## config.mk

```make
export PLATFORM = sky130hd
export DESIGN_NAME = sv39m_ctrl
export DESIGN_NICKNAME = d
export VERILOG_FILES = /design/src/hw/rtl/sv39m_pkg.sv /design/src/hw/rtl/sv39m_ctrl.sv
export SDC_FILE = /design/constraint.sdc
export NUM_CORES = 1
export LEC_CHECK = 0
export ABC_AREA = 1
export BUFFER_PORTS_ARGS = -buffer_cell sky130_fd_sc_hd__buf_2
export CAP_MARGIN = 20
export CORE_AREA = 2 2 39 41
export CTS_CLUSTER_DIAMETER = 40
export CTS_CLUSTER_SIZE = 25
export DETAILED_ROUTE_END_ITERATION = 7
export DIE_AREA = 0 0 41 43
export PLACE_DENSITY_LB_ADDON = 0.2
export REMOVE_ABC_BUFFERS = 1
export SYNTH_ARGS = -nofsm -noshare
export SYNTH_HDL_FRONTEND = slang
export SYNTH_SLANG_ARGS = --single-unit
```

## constraint.sdc

```tcl
create_clock -name clk -period 3.1 [get_ports clk]
set_input_delay 0.31 -clock clk [delete_from_list [all_inputs] [get_ports clk]]
set_output_delay 0.31 -clock clk [all_outputs]
set_load 0.01 [all_outputs]
```

## src/hw/rtl/sv39m_pkg.sv

```systemverilog
package sv39m_pkg;

    localparam int VA_W    = 39;
    localparam int PA_W    = 56;
    localparam int PPN_W   = 44;
    localparam int PTE_W   = 54;
    localparam int PERM_W  = 10;
    localparam int OFF_W   = 12;
    localparam int VPN_W   = 9;
    localparam int LEVEL_W = 2;

    localparam logic [LEVEL_W-1:0] LVL_ROOT = 2'd2;
    localparam logic [LEVEL_W-1:0] LVL_MID  = 2'd1;
    localparam logic [LEVEL_W-1:0] LVL_LEAF = 2'd0;

    localparam logic [PPN_W-1:0] POOL_BASE_RESET = 44'd524288;

    typedef enum logic [0:0] {
        OP_MAP       = 1'b0,
        OP_TRANSLATE = 1'b1
    } opcode_t;

    typedef enum logic [2:0] {
        ST_OK          = 3'd0,
        ST_UNALIGNED_V = 3'd1,
        ST_UNALIGNED_P = 3'd2,
        ST_REMAP       = 3'd3,
        ST_NOPERM      = 3'd4,
        ST_FULL        = 3'd5,
        ST_FAULT       = 3'd6
    } status_t;

    typedef enum logic [2:0] {
        S_CLEAR,
        S_IDLE,
        S_READ,
        S_WAIT,
        S_DONE
    } state_t;

    typedef struct packed {
        opcode_t           opcode;
        logic [VA_W-1:0]   virt_addr;
        logic [PA_W-1:0]   target_pa;
        logic [PERM_W-1:0] perm_bits;
    } req_t;

    typedef struct packed {
        status_t         status;
        logic [PA_W-1:0] result_addr;
    } rsp_t;

    typedef struct packed {
        logic          clr_wr;
        logic          accept;
        logic          step_ptr;
        logic          alloc;
        logic          write_leaf;
        logic          set_res;
        status_t       res_code;
        logic          res_addr_sel;
        logic          load_out;
    } ctrl_cmd_t;

    typedef struct packed {
        logic is_map;
        logic va_unaligned;
        logic pa_unaligned;
        logic level_zero;
        logic entry_v;
        logic ptr_ok;
        logic pool_full;
        logic no_perm;
        logic clr_last;
        logic out_free;
    } dp_status_t;

endpackage

```

## src/hw/rtl/sv39m_ctrl.sv

```systemverilog
module sv39m_ctrl
    import sv39m_pkg::*;
(
    input  logic       clk,
    input  logic       rst_n,
    input  logic       req_valid,
    output logic       req_ready,
    input  dp_status_t st,
    output ctrl_cmd_t  cmd
);

    state_t state_reg;
    state_t state_next;

    always_ff @(posedge clk or negedge rst_n)
    begin
        if (!rst_n)
        begin
            state_reg <= S_CLEAR;
        end
        else
        begin
            state_reg <= state_next;
        end
    end

    always_comb
    begin
        state_next = state_reg;
        req_ready  = 1'b0;
        cmd        = '0;
        cmd.res_code = ST_OK;
        unique case (state_reg)
            S_CLEAR:
            begin
                cmd.clr_wr = 1'b1;
                if (st.clr_last)
                begin
                    state_next = S_IDLE;
                end
            end
            S_IDLE:
            begin
                req_ready = 1'b1;
                if (req_valid)
                begin
                    cmd.accept = 1'b1;
                    state_next = S_READ;
                end
            end
            S_READ:
            begin
                // read is issued every cycle; alignment only matters for map
                if (st.is_map && st.va_unaligned)
                begin
                    cmd.set_res  = 1'b1;
                    cmd.res_code = ST_UNALIGNED_V;
                    state_next   = S_DONE;
                end
                else if (st.is_map && st.pa_unaligned)
                begin
                    cmd.set_res  = 1'b1;
                    cmd.res_code = ST_UNALIGNED_P;
                    state_next   = S_DONE;
                end
                else
                begin
                    state_next = S_WAIT;
                end
            end
            S_WAIT:
            begin
                state_next = S_DONE;
                if (!st.level_zero)
                begin
                    if (st.entry_v)
                    begin
                        if (st.ptr_ok)
                        begin
                            cmd.step_ptr = 1'b1;
                            state_next   = S_READ;
                        end
                        else
                        begin
                            cmd.set_res  = 1'b1;
                            cmd.res_code = ST_FAULT;
                        end
                    end
                    else if (st.is_map)
                    begin
                        if (st.pool_full)
                        begin
                            cmd.set_res  = 1'b1;
                            cmd.res_code = ST_FULL;
                        end
                        else
                        begin
                            cmd.alloc  = 1'b1;
                            state_next = S_READ;
                        end
                    end
                    else
                    begin
                        cmd.set_res  = 1'b1;
                        cmd.res_code = ST_FAULT;
                    end
                end
                else if (st.is_map)
                begin
                    cmd.set_res = 1'b1;
                    if (st.entry_v)
                    begin
                        cmd.res_code = ST_REMAP;
                    end
                    else if (st.no_perm)
                    begin
                        cmd.res_code = ST_NOPERM;
                    end
                    else
                    begin
                        cmd.write_leaf = 1'b1;
                        cmd.res_code   = ST_OK;
                    end
                end
                else
                begin
                    cmd.set_res = 1'b1;
                    if (st.entry_v)
                    begin
                        cmd.res_code     = ST_OK;
                        cmd.res_addr_sel = 1'b1;
                    end
                    else
                    begin
                        cmd.res_code = ST_FAULT;
                    end
                end
            end
            S_DONE:
            begin
                if (st.out_free)
                begin
                    cmd.load_out = 1'b1;
                    state_next   = S_IDLE;
                end
            end
            default:
            begin
                state_next = S_CLEAR;
            end
        endcase
    end

endmodule

```

# Yosys cells after proc, flatten, opt, wreduce, memory -nomap -nowiden
# Index checks and enable logic that the tools add are counted.
# word_totals
register_bits	3
latch_bits	0
mem_bits_rw	0
mem_bits_ro	0
input_bits	13
out_inout_bits	12
elab_cells	56
mem_count	0
# classes
add_sub_neg	0
n_mul	0
n_div	0
n_lt_le_gt_ge	0
n_eq_ne	7
shift	0
muxes	44
bitwise	0
reduce_logical	4
# op_table
cell	count
$mux W3	15
$mux W4	7
$mux W1	19
$pmux W3 S5	1
$pmux W4 S2	1
$eq A3 B2 Y1 const B	2
$ne A2 B2 Y1 const B	3
$eq A3 B1 Y1 const B	1
$eq A3 B3 Y1 const B	1
$logic_not A3 Y1	1
$reduce_and A3 Y1	1
$logic_and A1 B1 Y1	2
$mux W2	1

# Longest topological paths before layout
# Gate-level depths: netlist of run 1.
# depth
ltp_word	5
mapped_depth	6
mapped_depth_nobuf	6

# Least setup slack after synthesis of run 1
# Ideal clock, no wire load.
# synth_timing
kind	reg2out
startpoint	register state_reg[2]
endpoint	output cmd[3] (netlist bit)
arrival_ns	1.050
required_ns	2.790
slack_ns	1.740
stages_incl_launch_ff	6
n_path_buf	0
path_cell_list	dfrtp_1 -> inv_1 -> nand3_2 -> inv_1 -> nand2_1 -> o21ai_0
# synth_lines
element	line	rtl
start: declaration	sv39m_ctrl.sv:12	state_t state_reg;
start signal: assignment	sv39m_ctrl.sv:23	state_reg <= state_next;
end: declaration	sv39m_ctrl.sv:9	output ctrl_cmd_t cmd

==> results.yml, run 1 <==
outcome:
  run_status: "complete, no violations"
detailed_routing:
  vias_per_cell: 4.42
  vias: 482
  finalWirelength_um: 953
  drt-initial-drc-count: 18
  ant_nets: 0
  drtPass1Iterations: 4
  remaining_drc_errors: 0
  wl_per_cell_um: 8.74
timing:
  relSlewSlack_pct: 83.5
  tightest_slew_ns: 0.245
  finalMaxSlewViolations: 0
  rsz0062_at_grt: "false"
  fmax_mhz: 573
  finalCritPeriodShare_pct: 56.3
  setup_viol: 0
  clock_skew_ns: 0.00891
  finalCriticalPeriod_ns: 1.74
  finalHoldViolCount: 0
  fin_setup_tns_ns: 0
placement:
  place_congestion: 0.701
  placed_area_um2: 509
  dpl.hpwl_um: 808
  io_buffer_count: 24
setup_path:
  cp_max_fo: 5
  cp.required_ns: 2.79
  crit_family: "buffers and inverters"
  arrival_ns: 1.43
  crit_type: "reg -> out"
  start_kind: "flip-flop"
  cpMostUsedCell: "inv_1"
  worst-path-buf-inv: 3
  critPathSlowestCell: "dfrtp_1"
  critical_path.cell_chain: "inv_1, nand3_2, inv_1, nand3_1, nor2_1, buf_2"
  slowest_delay_ns: 0.41
  endpoint_kind: "output pin"
power_and_ir_drop:
  leakage_nw: 0.336
  max-vdd-ir-drop_mv: 0.136
  power_density_nw_per_um2: 647
synth:
  synthCells: 64
  syn_avg_cell_area_um2: 5.77
  ys_seq_elements: 3
  netlist_area_um2: 369
  synth_cell_type_count: 16
  ys_warn_count: 0
  yosysSeqAreaShare_pct: 20.3
cells_and_area:
  largest_reg_flops: 3
  final_util_pct: 39.4
  drive_gt1_share_pct: 33.3
  nets: 109
  fill_cells: 161
  fin_area_um2: 546
  syn2layout_area_growth_pct: 47.8
  diodes: 0
  multi_input_area_um2: 253
  register_area_um2: 75.1
cts:
  hold_buffers: 1
  cts_root_buf: "clkbuf_4"
  postCtsSetupRepairBufs: 0
  cts_buffer_depth: 2
  clk_latency_ns: 0.24
  clk_pin_slew_worst_paths_ns: 0.04
  cts_sinks: 3
  htreeDepth: 1
  numCtsBuffers: 3
  ctsResizeCount: 0
  cts_tree: "done"
die:
  initial_utilization_pct: 26.7
  ios: 25
  coreArea_um2: 1380
  die_y_um: 43
  std_cell_rows: 14
  die-area_um2: 1760
  die_w_um: 41
job:
  cap_violations: 0
global_route:
  grt_pass1_wl_um: 1550
  antenna_found_initial: 0
  grt_pass1_vias: 411
  grt_start_max_net_pins: 8
  track_usage_pct: 12.8
  grt_overflow: 0
min_path:
  hp-class: "in -> async"
-- layout by cell type (no fill, tap or decap) --
cell,count
inv_2,2
clkbuf_1,1
clkbuf_4,3
nor2_4,1
nor2_1,11
a21oi_1,4
o21ai_1,1
inv_1,9
nand3b_1,1
dfrtp_1,3
o21ai_0,3
nand3_2,1
buf_2,24
ha_1,2
nand2_1,13
nor3_1,2
nand4_1,1
nor4_1,2
dlygate4sd3_1,1
nand3_1,8
-- final timing paths --
check,startpoint,to,slack [ns],depth (start not counted)
worst max-delay path,state_reg[2],cmd[4],1.36,6
worst min-delay path,rst_n,state_reg[1],0.40,2
worst min register to register,state_reg[2],state_reg[1],0.68,3
max in group asynchronous,rst_n,state_reg[0],2.59,2
min in group clk,req_valid,state_reg[0],0.40,4
worst max register to register,state_reg[2],state_reg[0],1.97,5
-- cell families after synthesis --
logic type / count (synthesis) / share of synthesized area, %
buffers and inverters: 11 / 11.2
adder cells (fa/ha/maj): 2 / 6.78
AND/OR/NAND/NOR: 40 / 50.9
flip-flops: 3 / 20.3
AO/OA/AOI/OAI: 8 / 10.8
-- where the power goes --
group / switching, mW / internal [mW]
Combinational: 0.125 / 0.0781
Clock: 0.0208 / 0.0483
Sequential: 0.0229 / 0.0582
-- layer usage --
| layer | share of wire (%) | GRT usage, % | wire [µm] |
|---|---|---|---|
| met5 | 0 | 0 | 0 |
| met4 | 0 | 8.00 | 0 |
| met3 | 7.8 | 1.57 | 74 |
| met2 | 47 | 18.1 | 444 |
| met1 | 46 | 17.4 | 434 |
-- area by class of cell --
| cell class | count | share of cell area (%) |
|---|---|---|
| tap | 16 | 3.67 |
| clock buffer | 4 | 4.82 |
| timing repair buffer | 25 | 23.9 |
| sequential | 3 | 13.8 |
| multi-input combinational | 50 | 46.3 |
| inverter | 11 | 7.57 |
-- stage by stage --
| step | hold WS [ns] | power [mW] | setup slack, ns | cells |
|---|---|---|---|---|
| global route | 0.402 | 0.392 | 1.26 | 109 |
| global placement | 0.106 | 0.285 | 1.59 | 104 |
| detailed placement | 0.108 | 0.285 | 1.60 | 104 |
| floorplan | 0.0144 | 0.214 | 1.74 | 64 |
| finish | 0.397 | 0.353 | 1.36 | 109 |
| CTS | 0.394 | 0.358 | 1.35 | 109 |
-- synth_stat cells, drive strengths merged --
cell	n	area, µm²
nor2	12	52.6
nand4	1	6.26
nor4	2	12.5
nand3	9	50.1
dfrtp	3	75.1
nand2	13	48.8
ha	2	25.0
o21ai	4	20.0
nand3b	1	7.51
inv	11	41.3
a21oi	4	20.0
nor3	2	10.0
(Power assumes the default switching activity.)
==> run 2: changes to the inputs <==
ABC_AREA = 0   (was 1)
clock period = 1.6 ns   (was 3.1 ns; I/O delays follow)
==> run 2 against run 1 <==
Final cell count is 4.6% lower. Synthesized cell count down 14%. Routed wire length is 20% higher. Global-route usage rose by 1.9 points. Sequential cell count unchanged. Die area did not move. Worst setup slack lost 1.3 ns. Via count rose by 7.7%. Power up 130%.
==> results.yml, run 2 <==
cts:
  numCtsBuffers: 3
  cts_root_buf: "clkbuf_4"
  htreeDepth: 1
  cts_buffer_depth: 2
  cts_tree: "done"
  clk_latency_ns: 0.23
  cts_sinks: 3
  clk_pin_slew_worst_paths_ns: 0.04
global_route:
  grt_start_max_net_pins: 9
  met3_usage_pct: 3.14
  grt_pass1_vias: 452
  antenna_found_initial: 0
  grt_util_met2_pct: 23.1
  grtUsageMet1_pct: 18.3
  track_usage_pct: 14.7
  grt.busiest_layer: "met2"
  grt_overflow: 0
  grt_pass1_wl_um: 1790
detailed_routing:
  finalWirelength_um: 1140
  ant_nets: 0
  remaining_drc_errors: 0
  drt-initial-drc-count: 7
  vias: 519
  wl_per_cell_um: 11.0
  drtPass1Iterations: 4
  vias_per_cell: 4.99
cells_and_area:
  syn2layout_area_growth_pct: 59.8
  nets: 104
  diodes: 0
  drive_gt1_share_pct: 50.0
  largest_reg_flops: 3
  final_common_cell: "buf_2"
  final_cell_mix: "buf_2 (24), buf_4 (7), nor2_1 (5), a21oi_1 (5)"
  fill_cells: 135
  fin_area_um2: 646
synth:
  netlist_area_um2: 404
  synth_top_cell_area_share_pct: 18.6
  synthTopCellsByCount: "a21oi_1 (5), nor2_1 (5), nand2_1 (4), nand3b_1 (4), o21ai_0 (4)"
  ys_warn_count: 0
  synth_edf_count: 0
  postSynth.asyncResetShare_pct: 100
  ys_seq_elements: 3
  yosysTopAreaCell: "dfrtp_1"
  synthCells: 55
  synth_cell_type_count: 27
  yosys-top-cells-area: "dfrtp_1 (19%), nand3b_1 (7.4%), a21oi_1 (6.2%)"
  yosysSeqAreaShare_pct: 18.6
  ys.flop_type: "dfrtp_1"
  syn_avg_cell_area_um2: 7.35
timing:
  clock_skew_ns: 0.00398
  finalHoldViolCount: 0
  setup_viol: 0
  rsz0062_at_grt: "true"
  finalCritPeriodShare_pct: 93.7
  finalMaxSlewViolations: 0
  finalCriticalPeriod_ns: 1.50
  relSlewSlack_pct: 79.8
  fmax_mhz: 667
  tightest_slew_ns: 0.300
power_and_ir_drop:
  finalPower_uw: 825
  max-vdd-ir-drop_mv: 0.437
  leakage_nw: 0.327
  power_density_nw_per_um2: 1280
placement:
  dpl.hpwl_um: 913
  place_congestion: 0.730
  placed_area_um2: 562
  io_buffer_count: 24
die:
  die-area_um2: 1760
  initial_utilization_pct: 29.2
  coreArea_um2: 1380
  ios: 25
  std_cell_rows: 14
  die_w_um: 41
  die_y_um: 43
setup_path:
  arrival_ns: 1.34
  r2r_cells: 5
  endpoint_kind: "output pin"
  critPathSlowestCell: "dfrtp_1"
  start_kind: "flip-flop"
  critical_path.cell_chain: "buf_4, and3b_2, and3_2, buf_2"
  slowest_delay_ns: 0.38
  crit_type: "reg -> out"
  cp_max_fo: 5
  cp.required_ns: 1.44
outcome:
  run_status: "complete, no violations"
job:
  cap_violations: 0
min_path:
  hp-class: "in -> async"
run 2: repair_timing:
item                       in CTS  in global routing
setup endpoints to repair       4                  5
resized for setup               1                  5
pin swaps                       0                  2
setup buffers                   1                  2
hold buffers                    1                  0
hold endpoints to repair        3                  0
run 2: cells by family (layout without fill, tap and decap cells):
family	after synthesis	in the layout	share of synthesized area [%]
muxes	1	1	2.48
and+or+nand+nor	27	27	40.9
buffers and inverters	6	39	5.88
AOI/OAI and AO/OA	16	16	26.0
DFF	3	3	18.6
adders and majority gates	2	2	6.19
run 2: critical path, delay by kind of cell, from the launching register on:
family	cells	cell delay, ns
buffers and inverters	2	0.29
DFF	1	0.38
and+or+nand+nor	2	0.43
run 2: final timing paths:
check | start | to | slack, ns
min in group clk | st[1] | state_reg[0] | 0.25
hold / removal | rst_n | state_reg[2] | 0.25
setup reg to reg | state_reg[2] | state_reg[1] | 0.32
max in group asynchronous | rst_n | state_reg[2] | 1.24
setup / recovery | state_reg[1] | cmd[1] | 0.10
hold reg to reg | state_reg[2] | state_reg[1] | 0.66
run 2: area by class of cell:
class | instances | area, µm² | share of cell area, %
Multi-Input combinational cell | 46 | 329 | 51.0
Timing Repair Buffer | 32 | 183 | 28.3
Sequential cell | 3 | 76.3 | 11.8
Clock buffer | 4 | 26.3 | 4.07
Tap cell | 16 | 20.0 | 3.10
Inverter | 3 | 11.3 | 1.74
run 2: per-layer routing:
layer | vias to the layer above | wire (µm)
li1 | 269 | -
met1 | 236 | 478
met2 | 12 | 577
met3 | 2 | 71
met4 | 0 | 12
met5 | - | 0
run 2: through the flow:
| step | hold WS, ns | setup slack (ns) | cells | utilization, % | TNS (ns) |
|---|---|---|---|---|---|
| after CTS | 0.241 | 0.0151 | 102 | 44.1 | 0 |
| after global placement | -0.0415 | 0.184 | 96 | 40.6 | 0 |
| after global routing | 0.246 | -0.00993 | 104 | 46.7 | -0.00993 |
| final | 0.246 | 0.102 | 104 | 46.7 | 0 |
| after detailed placement | -0.0407 | 0.192 | 96 | 40.6 | 0 |
| after floorplan | -0.136 | 0.141 | 52 | - | 0 |
run 2: power breakdown:
| group | switching, mW | internal (mW) |
|---|---|---|
| combinational | 0.264 | 0.280 |
| sequential | 0.0349 | 0.112 |
| clock | 0.0399 | 0.0935 |
| total | 0.339 | 0.486 |
==> run 3: changes to the inputs <==
==> constraint.sdc (replaced) <==
create_clock -name clk -period 1.6 [get_ports clk]
set_input_delay 0.32 -clock clk [delete_from_list [all_inputs] [get_ports clk]]
set_output_delay 0.32 -clock clk [all_outputs]
set_load 0.01 [all_outputs]
==> run 3 against run 2 <==
Worst setup slack worse by 0.19 ns. Largest cell class unchanged. The flow now finishes with violations (setup timing). Sequential power about the same. Critical path type unchanged. Die area unchanged. Sequential cell count is the same.
==> results.yml, run 3 (synthesis gave the netlist of run 2 again) <==
timing:
  finalHoldViolCount: 0
  setup_viol: 6
  rsz0062_at_grt: "true"
  finalCriticalPeriod_ns: 1.69
  worst_slack_ns: -0.0900
  finalMaxSlewViolations: 0
  relSlewSlack_pct: 83.4
  fmax_mhz: 592
  clock_skew_ns: 0.00443
  tightest_slew_ns: 0.247
  finalCritPeriodShare_pct: 106
  fin_setup_tns_ns: -0.276
global_route:
  grt_start_max_net_pins: 8
  grt_pass1_vias: 528
  antenna_found_initial: 0
  grt_pass1_wl_um: 2050
  track_usage_pct: 16.9
  grt_overflow: 0
setup_path:
  r2r_end: "state_reg[1]"
  crit_end: "cmd[3]"
  startpoint: "state_reg[2]"
  critical_path.cell_chain: "nor3b_2, nand2_1, o32ai_2, buf_2"
  r2r_cells: 5
  reg2reg_slack_ns: 0.29
  slowest_delay_ns: 0.43
  endpoint_kind: "output pin"
  start_kind: "flip-flop"
  arrival_ns: 1.37
  critPathSlowestCell: "dfrtp_2"
  crit_type: "reg -> out"
  cp.required_ns: 1.28
  r2r-start: "state_reg[2]"
  cp_max_fo: 4
detailed_routing:
  drtPass1Iterations: 4
  finalWirelength_um: 1360
  drt-initial-drc-count: 5
  ant_nets: 0
  vias: 568
  m1WireLength_um: 569
  dr_wl_met2_um: 755
  dr_wl_met3_um: 35
  vias_per_cell: 5.12
  top_layer_used: "met3"
  wl_per_cell_um: 12.3
  remaining_drc_errors: 0
cells_and_area:
  largest_reg_flops: 3
  diodes: 0
  drive_gt1_share_pct: 57.9
  syn2layout_area_growth_pct: 87.0
  final_cell_mix: "buf_2 (23), buf_4 (10), nor2_1 (5), buf_6 (5)"
  final_util_pct: 54.6
  nets: 111
  fin_area_um2: 756
  final_common_cell: "buf_2"
  layout.cells.non_filler: 111
power_and_ir_drop:
  max-vdd-ir-drop_mv: 0.478
  p_int_uw: 580
  power_frac_seq_pct: 15.2
  leakage_nw: 0.369
  p_sw_share_pct: 41.1
  power_density_nw_per_um2: 1300
  clockPowerShare_pct: 14.0
  power_switching_uw: 405
  pwr-share-comb_pct: 70.9
die:
  initial_utilization_pct: 29.2
  die-area_um2: 1760
  die_w_um: 41
  std_cell_rows: 14
  coreArea_um2: 1380
  ios: 25
  die_y_um: 43
placement:
  placed_area_um2: 599
  dpl.hpwl_um: 985
  place_congestion: 0.762
  placed_cells: 101
  io_buffer_count: 24
outcome:
  run_status: "finished with violations"
  failed_checks: "setup timing"
cts:
  cts_sinks: 3
  clk_pin_slew_worst_paths_ns: 0.04
  numCtsBuffers: 3
  cts_buffer_depth: 2
  htreeDepth: 1
  clk_latency_ns: 0.24
  cts_root_buf: "clkbuf_4"
  cts_tree: "done"
job:
  cap_violations: 0
min_path:
  hp-class: "in -> reg"
## run 3: changes by cell type in the layout (fill, tap and decap cells not counted), moves of 3 or more
cell	previous run	this run
nor3_1	3	0
buf_6	0	5
nor3_2	0	3
buf_4	7	10
## run 3: through the flow
step | setup WS (ns) | total power, mW | hold WS (ns)
2_1_floorplan | -0.0188 | 0.422 | 0.0244
3_3_place_gp | -0.0580 | 0.654 | 0.115
3_5_place_dp | -0.0809 | 0.658 | 0.121
4_1_cts | -0.0820 | 0.903 | 0.382
5_1_grt | -0.193 | 1.07 | 0.410
6_report | -0.0900 | 0.984 | 0.392
## run 3: per-layer routing
layer | track usage (%) | vias up
met1 | 21.2 | 276
met4 | 10.0 | 0
li1 | - | 280
met3 | 0 | 0
met2 | 27.2 | 12
met5 | 0 | -
## run 3: repair_timing
item                                    in CTS  in global routing
buffers inserted                             4                  1
hold endpoints to repair                     3                  0
pin swaps                                    6                  5
resized for setup                           11                  8
hold buffers                                 1                  0
endpoints found under the setup margin      10                 12
## run 3: area by class of cell
class,instances,area [µm²]
Multi-Input combinational cell,46,365
Tap cell,16,20.0
Sequential cell,3,76.3
Clock buffer,4,26.3
Timing Repair Buffer,39,256
Fill cell,129,628
Inverter,3,11.3
## run 3: how the worst min path moves through the flow
| stage | startpoint | to | slack, ns | depth (start not counted) |
|---|---|---|---|---|
| finish | st[1] | state_reg[0] | 0.39 | 3 |
| global route | st[1] | state_reg[0] | 0.41 | 3 |
| CTS | st[1] | state_reg[0] | 0.38 | 3 |
| detailed placement | rst_n | state_reg[0] | 0.12 | 1 |
| global placement | rst_n | state_reg[0] | 0.12 | 1 |
| floorplan | rst_n | state_reg[0] | 0.02 | 0 |
## run 3: power by group through the flow
stage | clock network (mW) | registers (mW) | logic (mW)
2_1_floorplan | 0 | 0.166 | 0.256
3_5_place_dp | 0 | 0.136 | 0.523
4_1_cts | 0.144 | 0.145 | 0.614
6_report | 0.137 | 0.149 | 0.698
3_3_place_gp | 0 | 0.140 | 0.514
5_1_grt | 0.155 | 0.154 | 0.762
## run 3: critical path: cells and delay by family, from the launching register on
family                 cells  cell delay [ns]
AND/OR/NAND/NOR            2             0.33
buffers and inverters      1             0.17
flip-flops                 1             0.43
AO/OA/AOI/OAI              1             0.20
